--- config.mk ---
export PLATFORM = sky130hd
export DESIGN_NAME = fully_associative_tlb_lru
export DESIGN_NICKNAME = d
export VERILOG_FILES = /design/src/design/fatlb_pkg.sv /design/src/design/fully_associative_tlb_lru.sv /design/src/design/fatlb_cell.sv
export SDC_FILE = /design/constraint.sdc
export NUM_CORES = 2
export LEC_CHECK = 0
export BUFFER_PORTS_ARGS = -buffer_cell sky130_fd_sc_hd__clkbuf_2
export CELL_PAD_IN_SITES_DETAIL_PLACEMENT = 1
export CELL_PAD_IN_SITES_GLOBAL_PLACEMENT = 1
export CORE_MARGIN = 5
export CORE_UTILIZATION = 53
export CTS_CLUSTER_DIAMETER = 150
export DETAILED_ROUTE_END_ITERATION = 12
export PLACE_DENSITY_LB_ADDON = 0.1
export SETUP_SLACK_MARGIN = 0.3
export SYNTH_ARGS = -nofsm -noshare
export SYNTH_HDL_FRONTEND = slang
export SYNTH_SLANG_ARGS = --single-unit
--- constraint.sdc ---
create_clock -name clk -period 8.2 [get_ports clk]
set_input_delay 0.41 -clock clk [delete_from_list [all_inputs] [get_ports clk]]
set_output_delay 0.41 -clock clk [all_outputs]
set_load 0.02 [all_outputs]
--- src/design/fatlb_pkg.sv ---
// ============================================================================
// fatlb_pkg
// Shared types and constants for the fully associative TLB with LRU order.
// ============================================================================
package fatlb_pkg;

    // Geometry of the entry array.
    localparam int NUM_ENTRIES = 16;
    localparam int IDX_W       = $clog2(NUM_ENTRIES);
    localparam int RANK_W      = $clog2(NUM_ENTRIES);
    localparam int ACT_W       = $clog2(NUM_ENTRIES + 1);
    localparam int PAGE_W      = 24;
    localparam int ADDR_W      = 32;
    localparam int CNT_W       = 32;

    // Configuration port.
    localparam int CFG_IDX_W  = 1;
    localparam int CFG_DATA_W = 5;
    localparam logic [CFG_IDX_W-1:0] REG_LARGE_PAGES    = 1'b0;
    localparam logic [CFG_IDX_W-1:0] REG_ENTRIES_IN_USE = 1'b1;

    // Page geometry.
    localparam int SMALL_SHIFT = 8;
    localparam int LARGE_SHIFT = 12;
    localparam logic [PAGE_W-1:0] SMALL_MISS_MASK = 24'hFFF0FF;
    localparam logic [PAGE_W-1:0] LARGE_MISS_MASK = 24'h0FFF0F;

    // Input transaction.
    typedef struct packed {
        logic [ADDR_W-1:0] virtual_address;
        logic              is_data;
    } req_t;

    // Result transaction.
    typedef struct packed {
        logic              tlb_hit;
        logic [PAGE_W-1:0] physical_page;
        logic [ADDR_W-1:0] phys_addr;
        logic [CNT_W-1:0]  instr_hit_count;
        logic [CNT_W-1:0]  instr_miss_count;
        logic [CNT_W-1:0]  data_hit_count;
        logic [CNT_W-1:0]  data_miss_count;
    } rsp_t;

    // Search token that walks down the row of entry cells.
    typedef struct packed {
        logic              hit;
        logic [IDX_W-1:0]  hit_idx;
        logic [RANK_W-1:0] hit_rank;
        logic [PAGE_W-1:0] hit_ppage;
        logic              found_inv;
        logic [IDX_W-1:0]  inv_idx;
        logic [RANK_W-1:0] inv_rank;
        logic              lru_seen;
        logic [IDX_W-1:0]  lru_idx;
        logic [RANK_W-1:0] lru_rank;
    } tok_t;

    // Update broadcast to every cell when a lookup commits.
    typedef struct packed {
        logic              en;
        logic [IDX_W-1:0]  touch_idx;
        logic [RANK_W-1:0] old_rank;
        logic              write;
        logic [PAGE_W-1:0] vpage;
        logic [PAGE_W-1:0] ppage;
    } upd_t;

endpackage

--- src/design/fully_associative_tlb_lru.sv ---
// Flow: an accepted transaction is registered in start_reg, its search token walks the
// token registers of the entry cells one cell per cycle into pend_tok_reg and waits for
// the commit, and the result is registered in the output register. The next lookup is
// accepted after that commit and searches while the result waits; a stall delays its commit.
// Reset: all entries invalid, entry i has recency rank i, counters zero,
// 256-byte pages and all 16 entries in use.
// ============================================================================
// fully_associative_tlb_lru
// Fully associative TLB with true LRU replacement, built as a row of entry
// cells searched by a token, with hit and miss counters per access kind.
// ============================================================================
module fully_associative_tlb_lru
(
    input  logic                                 clk,
    input  logic                                 rst_n,
    input  logic                                 cfg_write,
    input  logic [fatlb_pkg::CFG_IDX_W-1:0]      cfg_index,
    input  logic [fatlb_pkg::CFG_DATA_W-1:0]     cfg_data,
    input  logic                                 req_valid,
    output logic                                 req_stall,
    input  fatlb_pkg::req_t                      req,
    output logic                                 rsp_valid,
    input  logic                                 rsp_stall,
    output fatlb_pkg::rsp_t                      rsp
);

    localparam int N = fatlb_pkg::NUM_ENTRIES;

    // Configuration registers.
    logic                              large_pages_reg;
    logic [fatlb_pkg::CFG_DATA_W-1:0]  entries_reg;
    logic [fatlb_pkg::ACT_W-1:0]       active_count;

    // Request and control state.
    logic                              busy_reg;
    logic                              start_reg;
    logic                              pending_reg;
    fatlb_pkg::tok_t                   pend_tok_reg;
    logic [fatlb_pkg::PAGE_W-1:0]      vpage_reg;
    logic [fatlb_pkg::ADDR_W-1:0]      addr_reg;
    logic                              is_data_reg;
    logic                              rsp_valid_reg;
    fatlb_pkg::rsp_t                   rsp_reg, rsp_next;

    // Counters.
    logic [fatlb_pkg::CNT_W-1:0] instr_hits_reg, instr_hits_next;
    logic [fatlb_pkg::CNT_W-1:0] instr_misses_reg, instr_misses_next;
    logic [fatlb_pkg::CNT_W-1:0] data_hits_reg, data_hits_next;
    logic [fatlb_pkg::CNT_W-1:0] data_misses_reg, data_misses_next;

    // Cell row wiring.
    logic [N:0]                    tok_valid;
    fatlb_pkg::tok_t               tok [N+1];
    fatlb_pkg::upd_t               upd;

    logic                          accept;
    logic                          commit;
    logic [fatlb_pkg::PAGE_W-1:0]  req_vpage;
    logic [fatlb_pkg::PAGE_W-1:0]  miss_ppage;
    logic [fatlb_pkg::PAGE_W-1:0]  result_ppage;
    logic [fatlb_pkg::IDX_W-1:0]   miss_idx;
    logic [fatlb_pkg::RANK_W-1:0]  miss_rank;

    assign accept    = req_valid && !busy_reg;
    assign req_stall = busy_reg;
    assign commit    = pending_reg && (!rsp_valid_reg || !rsp_stall);

    // Page number of the incoming address for the current page size.
    assign req_vpage = large_pages_reg
                     ? {{(fatlb_pkg::LARGE_SHIFT - fatlb_pkg::SMALL_SHIFT){1'b0}},
                        req.virtual_address[fatlb_pkg::ADDR_W-1:fatlb_pkg::LARGE_SHIFT]}
                     : req.virtual_address[fatlb_pkg::ADDR_W-1:fatlb_pkg::SMALL_SHIFT];

    // Active entry count, with zero acting as one and large values saturating.
    always_comb
    begin
        if (entries_reg == '0)
        begin
            active_count = fatlb_pkg::ACT_W'(1);
        end
        else if (entries_reg > fatlb_pkg::CFG_DATA_W'(N))
        begin
            active_count = fatlb_pkg::ACT_W'(N);
        end
        else
        begin
            active_count = fatlb_pkg::ACT_W'(entries_reg);
        end
    end

    // Configuration writes.
    always_ff @(posedge clk or negedge rst_n)
    begin
        if (!rst_n)
        begin
            large_pages_reg <= 1'b0;
            entries_reg     <= fatlb_pkg::CFG_DATA_W'(16);
        end
        else if (cfg_write)
        begin
            unique case (cfg_index)
                fatlb_pkg::REG_LARGE_PAGES:    large_pages_reg <= cfg_data[0];
                fatlb_pkg::REG_ENTRIES_IN_USE: entries_reg     <= cfg_data;
                default:                       ;
            endcase
        end
    end

    // Row of entry cells; the token enters at cell 0 in the cycle after accept.
    assign tok_valid[0] = start_reg;
    assign tok[0]       = '0;

    for (genvar g = 0; g < N; g++)
    begin : g_cell
        fatlb_cell u_cell
        (
            .clk           (clk),
            .rst_n         (rst_n),
            .index         (fatlb_pkg::IDX_W'(g)),
            .active_count  (active_count),
            .lookup_vpage  (vpage_reg),
            .tok_in_valid  (tok_valid[g]),
            .tok_in        (tok[g]),
            .tok_out_valid (tok_valid[g+1]),
            .tok_out       (tok[g+1]),
            .upd           (upd)
        );
    end

    // Miss translation and replacement choice.
    assign miss_ppage = (~vpage_reg) & (large_pages_reg ? fatlb_pkg::LARGE_MISS_MASK
                                                        : fatlb_pkg::SMALL_MISS_MASK);
    assign miss_idx   = pend_tok_reg.found_inv ? pend_tok_reg.inv_idx  : pend_tok_reg.lru_idx;
    assign miss_rank  = pend_tok_reg.found_inv ? pend_tok_reg.inv_rank : pend_tok_reg.lru_rank;
    assign result_ppage = pend_tok_reg.hit ? pend_tok_reg.hit_ppage : miss_ppage;

    // Update broadcast to the cells.
    always_comb
    begin
        upd.en        = commit;
        upd.touch_idx = pend_tok_reg.hit ? pend_tok_reg.hit_idx  : miss_idx;
        upd.old_rank  = pend_tok_reg.hit ? pend_tok_reg.hit_rank : miss_rank;
        upd.write     = !pend_tok_reg.hit;
        upd.vpage     = vpage_reg;
        upd.ppage     = miss_ppage;
    end

    // Counter updates and result assembly.
    always_comb
    begin
        instr_hits_next   = instr_hits_reg;
        instr_misses_next = instr_misses_reg;
        data_hits_next    = data_hits_reg;
        data_misses_next  = data_misses_reg;
        if (commit)
        begin
            if (pend_tok_reg.hit && is_data_reg)
            begin
                data_hits_next = data_hits_reg + 1'b1;
            end
            else if (pend_tok_reg.hit)
            begin
                instr_hits_next = instr_hits_reg + 1'b1;
            end
            else if (is_data_reg)
            begin
                data_misses_next = data_misses_reg + 1'b1;
            end
            else
            begin
                instr_misses_next = instr_misses_reg + 1'b1;
            end
        end

        rsp_next.tlb_hit       = pend_tok_reg.hit;
        rsp_next.physical_page = result_ppage;
        if (large_pages_reg)
        begin
            rsp_next.phys_addr =
                {result_ppage[fatlb_pkg::ADDR_W-fatlb_pkg::LARGE_SHIFT-1:0],
                 addr_reg[fatlb_pkg::LARGE_SHIFT-1:0]};
        end
        else
        begin
            rsp_next.phys_addr =
                {result_ppage[fatlb_pkg::ADDR_W-fatlb_pkg::SMALL_SHIFT-1:0],
                 addr_reg[fatlb_pkg::SMALL_SHIFT-1:0]};
        end
        rsp_next.instr_hit_count  = instr_hits_next;
        rsp_next.instr_miss_count = instr_misses_next;
        rsp_next.data_hit_count   = data_hits_next;
        rsp_next.data_miss_count  = data_misses_next;
    end

    // Control registers.
    always_ff @(posedge clk or negedge rst_n)
    begin
        if (!rst_n)
        begin
            busy_reg         <= 1'b0;
            start_reg        <= 1'b0;
            pending_reg      <= 1'b0;
            rsp_valid_reg    <= 1'b0;
            instr_hits_reg   <= '0;
            instr_misses_reg <= '0;
            data_hits_reg    <= '0;
            data_misses_reg  <= '0;
        end
        else
        begin
            start_reg        <= accept;
            instr_hits_reg   <= instr_hits_next;
            instr_misses_reg <= instr_misses_next;
            data_hits_reg    <= data_hits_next;
            data_misses_reg  <= data_misses_next;
            if (accept)
            begin
                busy_reg <= 1'b1;
            end
            else if (commit)
            begin
                busy_reg <= 1'b0;
            end
            if (tok_valid[N])
            begin
                pending_reg <= 1'b1;
            end
            else if (commit)
            begin
                pending_reg <= 1'b0;
            end
            if (commit)
            begin
                rsp_valid_reg <= 1'b1;
            end
            else if (!rsp_stall)
            begin
                rsp_valid_reg <= 1'b0;
            end
        end
    end

    // Payload registers.
    always_ff @(posedge clk)
    begin
        if (accept)
        begin
            vpage_reg   <= req_vpage;
            addr_reg    <= req.virtual_address;
            is_data_reg <= req.is_data;
        end
        if (tok_valid[N])
        begin
            pend_tok_reg <= tok[N];
        end
        if (commit)
        begin
            rsp_reg <= rsp_next;
        end
    end

    assign rsp_valid = rsp_valid_reg;
    assign rsp       = rsp_reg;

    // Only one search token is ever in the row.
    a_one_token: assert property (@(posedge clk) disable iff (!rst_n)
        $onehot0({tok_valid, pending_reg}))
        else $error("more than one lookup in flight");

    // A search only runs while a transaction is open.
    a_token_busy: assert property (@(posedge clk) disable iff (!rst_n)
        ((|tok_valid) || pending_reg) |-> busy_reg)
        else $error("search token without an open transaction");

    // A commit always leaves a result in the output register.
    a_commit_rsp: assert property (@(posedge clk) disable iff (!rst_n)
        commit |=> rsp_valid_reg)
        else $error("commit did not produce a result");

    // Exactly one counter advances on each commit.
    a_one_count: assert property (@(posedge clk) disable iff (!rst_n)
        commit |-> $onehot({instr_hits_next != instr_hits_reg,
                            instr_misses_next != instr_misses_reg,
                            data_hits_next != data_hits_reg,
                            data_misses_next != data_misses_reg}))
        else $error("counter update is not exactly one");

endmodule

--- src/design/fatlb_cell.sv ---
// ============================================================================
// fatlb_cell
// One TLB entry: holds valid, page numbers and recency rank, advances the
// search token by one step and applies the commit update.
// ============================================================================
module fatlb_cell
(
    input  logic                             clk,
    input  logic                             rst_n,
    input  logic [fatlb_pkg::IDX_W-1:0]      index,
    input  logic [fatlb_pkg::ACT_W-1:0]      active_count,
    input  logic [fatlb_pkg::PAGE_W-1:0]     lookup_vpage,
    input  logic                             tok_in_valid,
    input  fatlb_pkg::tok_t                  tok_in,
    output logic                             tok_out_valid,
    output fatlb_pkg::tok_t                  tok_out,
    input  fatlb_pkg::upd_t                  upd
);

    logic                          valid_reg, valid_next;
    logic [fatlb_pkg::PAGE_W-1:0]  vpage_reg, vpage_next;
    logic [fatlb_pkg::PAGE_W-1:0]  ppage_reg, ppage_next;
    logic [fatlb_pkg::RANK_W-1:0]  rank_reg, rank_next;
    logic                          tok_valid_reg;
    fatlb_pkg::tok_t               tok_reg, tok_next;
    logic                          active;

    // The entry takes part in the search only below the active count.
    assign active = ({1'b0, index} < active_count);

    // One search step: hit check, first invalid entry, oldest entry.
    always_comb
    begin
        tok_next = tok_in;
        if (active)
        begin
            if (!tok_in.hit && valid_reg && (vpage_reg == lookup_vpage))
            begin
                tok_next.hit       = 1'b1;
                tok_next.hit_idx   = index;
                tok_next.hit_rank  = rank_reg;
                tok_next.hit_ppage = ppage_reg;
            end
            if (!tok_in.found_inv && !valid_reg)
            begin
                tok_next.found_inv = 1'b1;
                tok_next.inv_idx   = index;
                tok_next.inv_rank  = rank_reg;
            end
            if (!tok_in.lru_seen || (rank_reg > tok_in.lru_rank))
            begin
                tok_next.lru_seen = 1'b1;
                tok_next.lru_idx  = index;
                tok_next.lru_rank = rank_reg;
            end
        end
    end

    // Commit update: the touched entry becomes most recent, younger entries age, fill on a miss.
    always_comb
    begin
        valid_next = valid_reg;
        vpage_next = vpage_reg;
        ppage_next = ppage_reg;
        rank_next  = rank_reg;
        if (upd.en)
        begin
            if (upd.touch_idx == index)
            begin
                rank_next = '0;
                if (upd.write)
                begin
                    valid_next = 1'b1;
                    vpage_next = upd.vpage;
                    ppage_next = upd.ppage;
                end
            end
            else if (rank_reg < upd.old_rank)
            begin
                rank_next = rank_reg + 1'b1;
            end
        end
    end

    // Entry state; at reset entry i holds rank i.
    always_ff @(posedge clk or negedge rst_n)
    begin
        if (!rst_n)
        begin
            valid_reg <= 1'b0;
            vpage_reg <= '0;
            ppage_reg <= '0;
            rank_reg  <= index;
        end
        else
        begin
            valid_reg <= valid_next;
            vpage_reg <= vpage_next;
            ppage_reg <= ppage_next;
            rank_reg  <= rank_next;
        end
    end

    // Token register toward the next cell.
    always_ff @(posedge clk or negedge rst_n)
    begin
        if (!rst_n)
        begin
            tok_valid_reg <= 1'b0;
        end
        else
        begin
            tok_valid_reg <= tok_in_valid;
        end
    end

    always_ff @(posedge clk)
    begin
        if (tok_in_valid)
        begin
            tok_reg <= tok_next;
        end
    end

    assign tok_out_valid = tok_valid_reg;
    assign tok_out       = tok_reg;

endmodule

**Word level (Yosys, flattened, before mapping)**

Index checks and enable logic that the tools add are counted.

- Register bits: 2089
- Input bits: 44

- $add $sub $neg: 20
- Magnitude comparators: 48
- Equality and inequality tests: 32
- Mux-type cells: 123
- Bitwise gates (word level): 5
- Reduce and logical (&&, ||, !) cells: 184

Operator list:

| kind | count |
|---|---|
| $mux 51 | 15 |
| $mux 33 | 16 |
| $mux 32 | 14 |
| $eq 24x24->1 | 16 |
| $mux 9 | 32 |
| $mux 4 | 36 |
| $add 32x1->32 const B | 4 |
| $add 4x1->4 const B | 16 |
| $lt 4x4->1 | 16 |
| $logic_not 1->1 | 63 |
| $gt 4x4->1 | 15 |
| $logic_and 1x1->1 | 49 |
| $mux 24 | 2 |
| $reduce_and 3->1 | 16 |
| $lt 4x5->1 const A | 8 |
| $reduce_and 2->1 | 19 |
| $reduce_bool 2->1 | 18 |
| $eq 4x4->1 const B | 8 |
| $and 24x24->24 | 1 |
| $not 24->24 | 1 |
| $lt 3x5->1 const A | 4 |
| $mux 20 | 1 |
| $eq 4x3->1 const B | 4 |
| $logic_or 1x1->1 | 16 |
| 12 further kinds | 22 |

**Logic depth before layout (Yosys ltp)**

- Depth after elaboration: 6
- Depth in mapped cells: 13
- Depth with buffers taken out: 9

**Least setup slack after synthesis**

No wires, ideal clock.

- Path type: register -> register
- Start point: register rsp_valid_reg (netlist: rsp_valid)
- End point: register rsp_reg, in the netlist rsp[0], enable pin
- Setup time: 622 ps
- Data arrival time: 6398 ps
- Data required time: 7578 ps
- Path slack: 1181 ps
- Cell stages (with the launch flop): 6
- Buffers on the path: 3
- Cell sequence: dfrtp_1 -> a21bo_2 -> clkbuf_1 -> clkinv_1 -> clkbuf_1 -> clkbuf_1

- Longest elaborated chain between the ends: 3

Ends and longest elaborated chain:

| what | RTL line | text |
|---|---|---|
| from (decl) | fully_associative_tlb_lru.sv:42 | `logic rsp_valid_reg;` |
| from (signal assigned) | fully_associative_tlb_lru.sv:203 | `rsp_valid_reg <= 1'b0;` |
| from (signal assigned) | fully_associative_tlb_lru.sv:234 | `rsp_valid_reg <= 1'b1;` |
| from (signal assigned) | fully_associative_tlb_lru.sv:238 | `rsp_valid_reg <= 1'b0;` |
| $logic_not 1->1 | fully_associative_tlb_lru.sv:66 | `assign commit = pending_reg && (!rsp_valid_reg \|\| !rsp_stall);` |
| $logic_or 1x1->1 | fully_associative_tlb_lru.sv:66 |  |
| $logic_and 1x1->1 | fully_associative_tlb_lru.sv:66 |  |
| net commit | fully_associative_tlb_lru.sv:57 | `logic commit;` |
| to (signal assigned) | fully_associative_tlb_lru.sv:258 | `rsp_reg <= rsp_next;` |
| to (decl) | fully_associative_tlb_lru.sv:43 | `fatlb_pkg::rsp_t rsp_reg, rsp_next;` |

The timed path passes the listed nets, and every way through them passes these cells.
A chain may end at the register's enable or synchronous reset.

==> impl_metrics.json <==
{
  "drc": 0,
  "initial_core_util": 0.533,
  "endpoint_kind": "register",
  "path_cells": "or2_1 > o31ai_1 > buf_4 > or3_1 > nor4_4 > buf_4 > mux2_2",
  "rows": 148,
  "path_clk_slew_ns": 0.06,
  "multi_input_area_um2": 28600,
  "grt_usage": 0.271,
  "synthesis.area_um2": 86800,
  "ys_seq_elements": 2044,
  "reg2reg_slack_ns": 4.19,
  "status": "finished, final reports clean",
  "core_um2": 163000,
  "wl_mm": 233,
  "syn_area_per_cell_um2": 14.1,
  "boundaryPins": 231,
  "max_slew_margin": 0.0533,
  "clk_latency_ns": 0.85,
  "grt_max_degree": 179,
  "drtPass1Iterations": 7,
  "cts_tree": "built",
  "rsz0062_at_grt": "no",
  "ys.flop_type": "edfxtp_1",
  "seq_area_frac_synth": 0.650,
  "synth_cell_types": 70,
  "critical_path.top_delay_family": "simple AND/OR/NAND/NOR gates",
  "numCtsBuffers": 209,
  "yosysTopAreaCellShare": 0.360,
  "drt_iter0_markers": 3505,
  "final_cell_mix": "edfxtp_1, dfrtp_1, mux2_2, nand2_1, o21ai_0",
  "layout.area.seq_um2": 56400,
  "first_global_vias": 56300,
  "critPathBufInv": 2,
  "reg2reg_depth": 7,
  "vias_per_cell": 5.87,
  "cp_slowest_cell": "dfstp_2",
  "synth_edf_count": 1042,
  "setup_tns_ns": 0,
  "synthTopCellsByArea": "edfxtp_1, dfrtp_1, mux2_2",
  "holdCritPathClass": "in2async",
  "root_buffer": "clkbuf_16",
  "fp.dieArea_um2": 172000,
  "crit_path_start_kind": "register",
  "area_growth_pct": 12.6,
  "cts.sinks": 2044,
  "startpoint": "entries_reg[4]$_DFFE_PN1P_",
  "utilization": 0.601,
  "maxCapViolCount": 0,
  "p_leak_uw": 0.0404,
  "drive_gt1_frac": 0.272,
  "finalSetupViolations": 0,
  "path_max_fanout": 32,
  "max-vdd-ir-drop_uv": 241,
  "fin_crit_sh": 0.489,
  "grt_pass1_wl_mm": 357,
  "crit_type": "reg2reg",
  "synth_area_leader_cell": "edfxtp_1",
  "io_buffers": 230,
  "ant_nets": 0,
  "async_reset_ff_frac": 0.490,
  "routabilityCongestion": 0.842,
  "worstMarginPinSlew_ns": 1.41,
  "layout.nets": 6578,
  "max_stage_delay_ns": 1.03,
  "synth_cells": 6162,
  "antenna_found_initial": 4,
  "largest_register_ffs": 770,
  "synth_nets": 6334,
  "cp-endpoint": "g_cell[8].u_cell.tok_out[22]$_DFFE_PP_",
  "overflow": 0,
  "dieHeight_um": 415,
  "die_x_um": 415,
  "slew_viol_final": 0,
  "fmax_mhz": 250,
  "hold_violations": 0,
  "layout_commonest_cell": "edfxtp_1",
  "cts_resized": 0,
  "htreeDepth": 4,
  "timing.critical_path.depth": 7,
  "n_fill_cell": 15300,
  "clock_skew_ns": 0.0262,
  "post_drt_wl_per_cell_um": 26.6,
  "cp.required_ns": 8.78,
  "yosysWarnings": 0,
  "regToRegStartpoint": "entries_reg[4]$_DFFE_PN1P_",
  "power_density_nw_per_um2": 296,
  "fin_crit_ns": 4.01,
  "worstReg2RegEnd": "g_cell[8].u_cell.tok_out[22]$_DFFE_PP_",
  "crit_top_cell": "buf_4",
  "cp_data_arrival_time_ns": 4.58,
  "vias": 51400,
  "dp_hpwl_mm": 145,
  "cts_buffer_depth": 3
}
## routing by layer
| metal | vias up | global-route usage | part of all wire |
|---|---|---|---|
| met4 | 0 | 0.0858 | 0.032 |
| li1 | 22700 | - | - |
| met1 | 27300 | 0.366 | 0.43 |
| met5 | - | 0 | 0 |
| met2 | 1087 | 0.460 | 0.49 |
| met3 | 342 | 0.0360 | 0.041 |
## cell families (layout without fill, tap and decap cells)
kind of cell | Yosys count | after routing | share of synthesized area
AO/OA/AOI/OAI | 665 | 665 | 0.0463
XOR/XNOR | 506 | 506 | 0.0510
adder cells (fa/ha/maj) | 128 | 128 | 0.0184
buffers and inverters | 490 | 923 | 0.0239
flip-flops | 2044 | 2044 | 0.650
multiplexers | 991 | 991 | 0.128
other | 1 | 3 | 0.0000432
AND/OR/NAND/NOR | 1337 | 1337 | 0.0824
## final cells by class
cell class / count / share of cell area
clock buffers: 289 / 0.0592
diodes: 2 / 0.0000512
well taps: 2175 / 0.0278
inverters: 111 / 0.00434
clock inverters: 111 / 0.0109
flip-flops and latches: 2044 / 0.577
multi-input cells: 3628 / 0.293
repair buffers: 412 / 0.0276
## power breakdown
group          leakage, µW  switching, µW  internal, µW  total, µW
Sequential          0.0231           1160         12900      14100
Clock              0.00336           4100          5400       9500
Combinational       0.0139           3360          2000       5370
Total               0.0404           8620         20300      29000
## through the flow
stage          power (µW)  cell area (µm²)  hold WS (ns)  setup slack [ns]  instances
3_5_place_dp        19600            90500         0.400              4.25       8325
3_3_place_gp        19200            90500         0.396              4.29       8325
2_1_floorplan       17300            86800         0.114              1.18       6162
6_report            29000            97800         0.218              4.19       8772
4_1_cts             29200            97800         0.182              4.23       8770
5_1_grt             30200            97800         0.224              4.08       8770
## worst min-delay path by stage
stage	to	slack, ns	cells after the start
final	rsp_valid$_DFFE_PN0P_	0.22	2
after global routing	rsp_valid$_DFFE_PN0P_	0.22	2
after CTS	rsp_valid$_DFFE_PN0P_	0.18	2
after detailed placement	g_cell[1].u_cell.tok_out_valid$_DFF_PN0_	0.40	0
after global placement	g_cell[1].u_cell.tok_out_valid$_DFF_PN0_	0.40	0
after floorplan	data_hits_reg[0]$_DFF_PN0_	0.11	0
## cells in the mapped netlist (all sizes together) (9+ instances only)
library cell  instances
buf                 159
nand2b               63
mux2                954
edfxtp             1042
a22o                 11
nand3b                9
and4                 33
o211a                16
o21ai               448
or2                  77
nor4b                11
nand4               141
dfstp                33
a211o                33
xor2                252
nor2b                72
nor3                 41
nor2                 95
or3                  13
o21bai               14
a21oi                11
clkbuf              220
and2                 64
inv                 110
nand3                63
ha                  128
and3                 50
a221oi               16
xnor2               254
o211ai               50
o21a                 23
dfrtp               969
nor4                 92
mux2i                37
nand2               494
## worst register-to-register path, stage by stage (launching register included)
cell and delay, ns:
dfstp_2 1.03, or2_1 0.62, o31ai_1 0.19, buf_4 0.23, or3_1 0.44, nor4_4 0.27, buf_4 0.52, mux2_2 0.45
## what timing repair did
action / CTS / global route
hold endpoints to repair: 110 / 0
setup buffers: 0 / 0
hold buffers: 45 / 0
endpoints found under the setup margin: 0 / 0
Power figures use the tool's default switching activity.
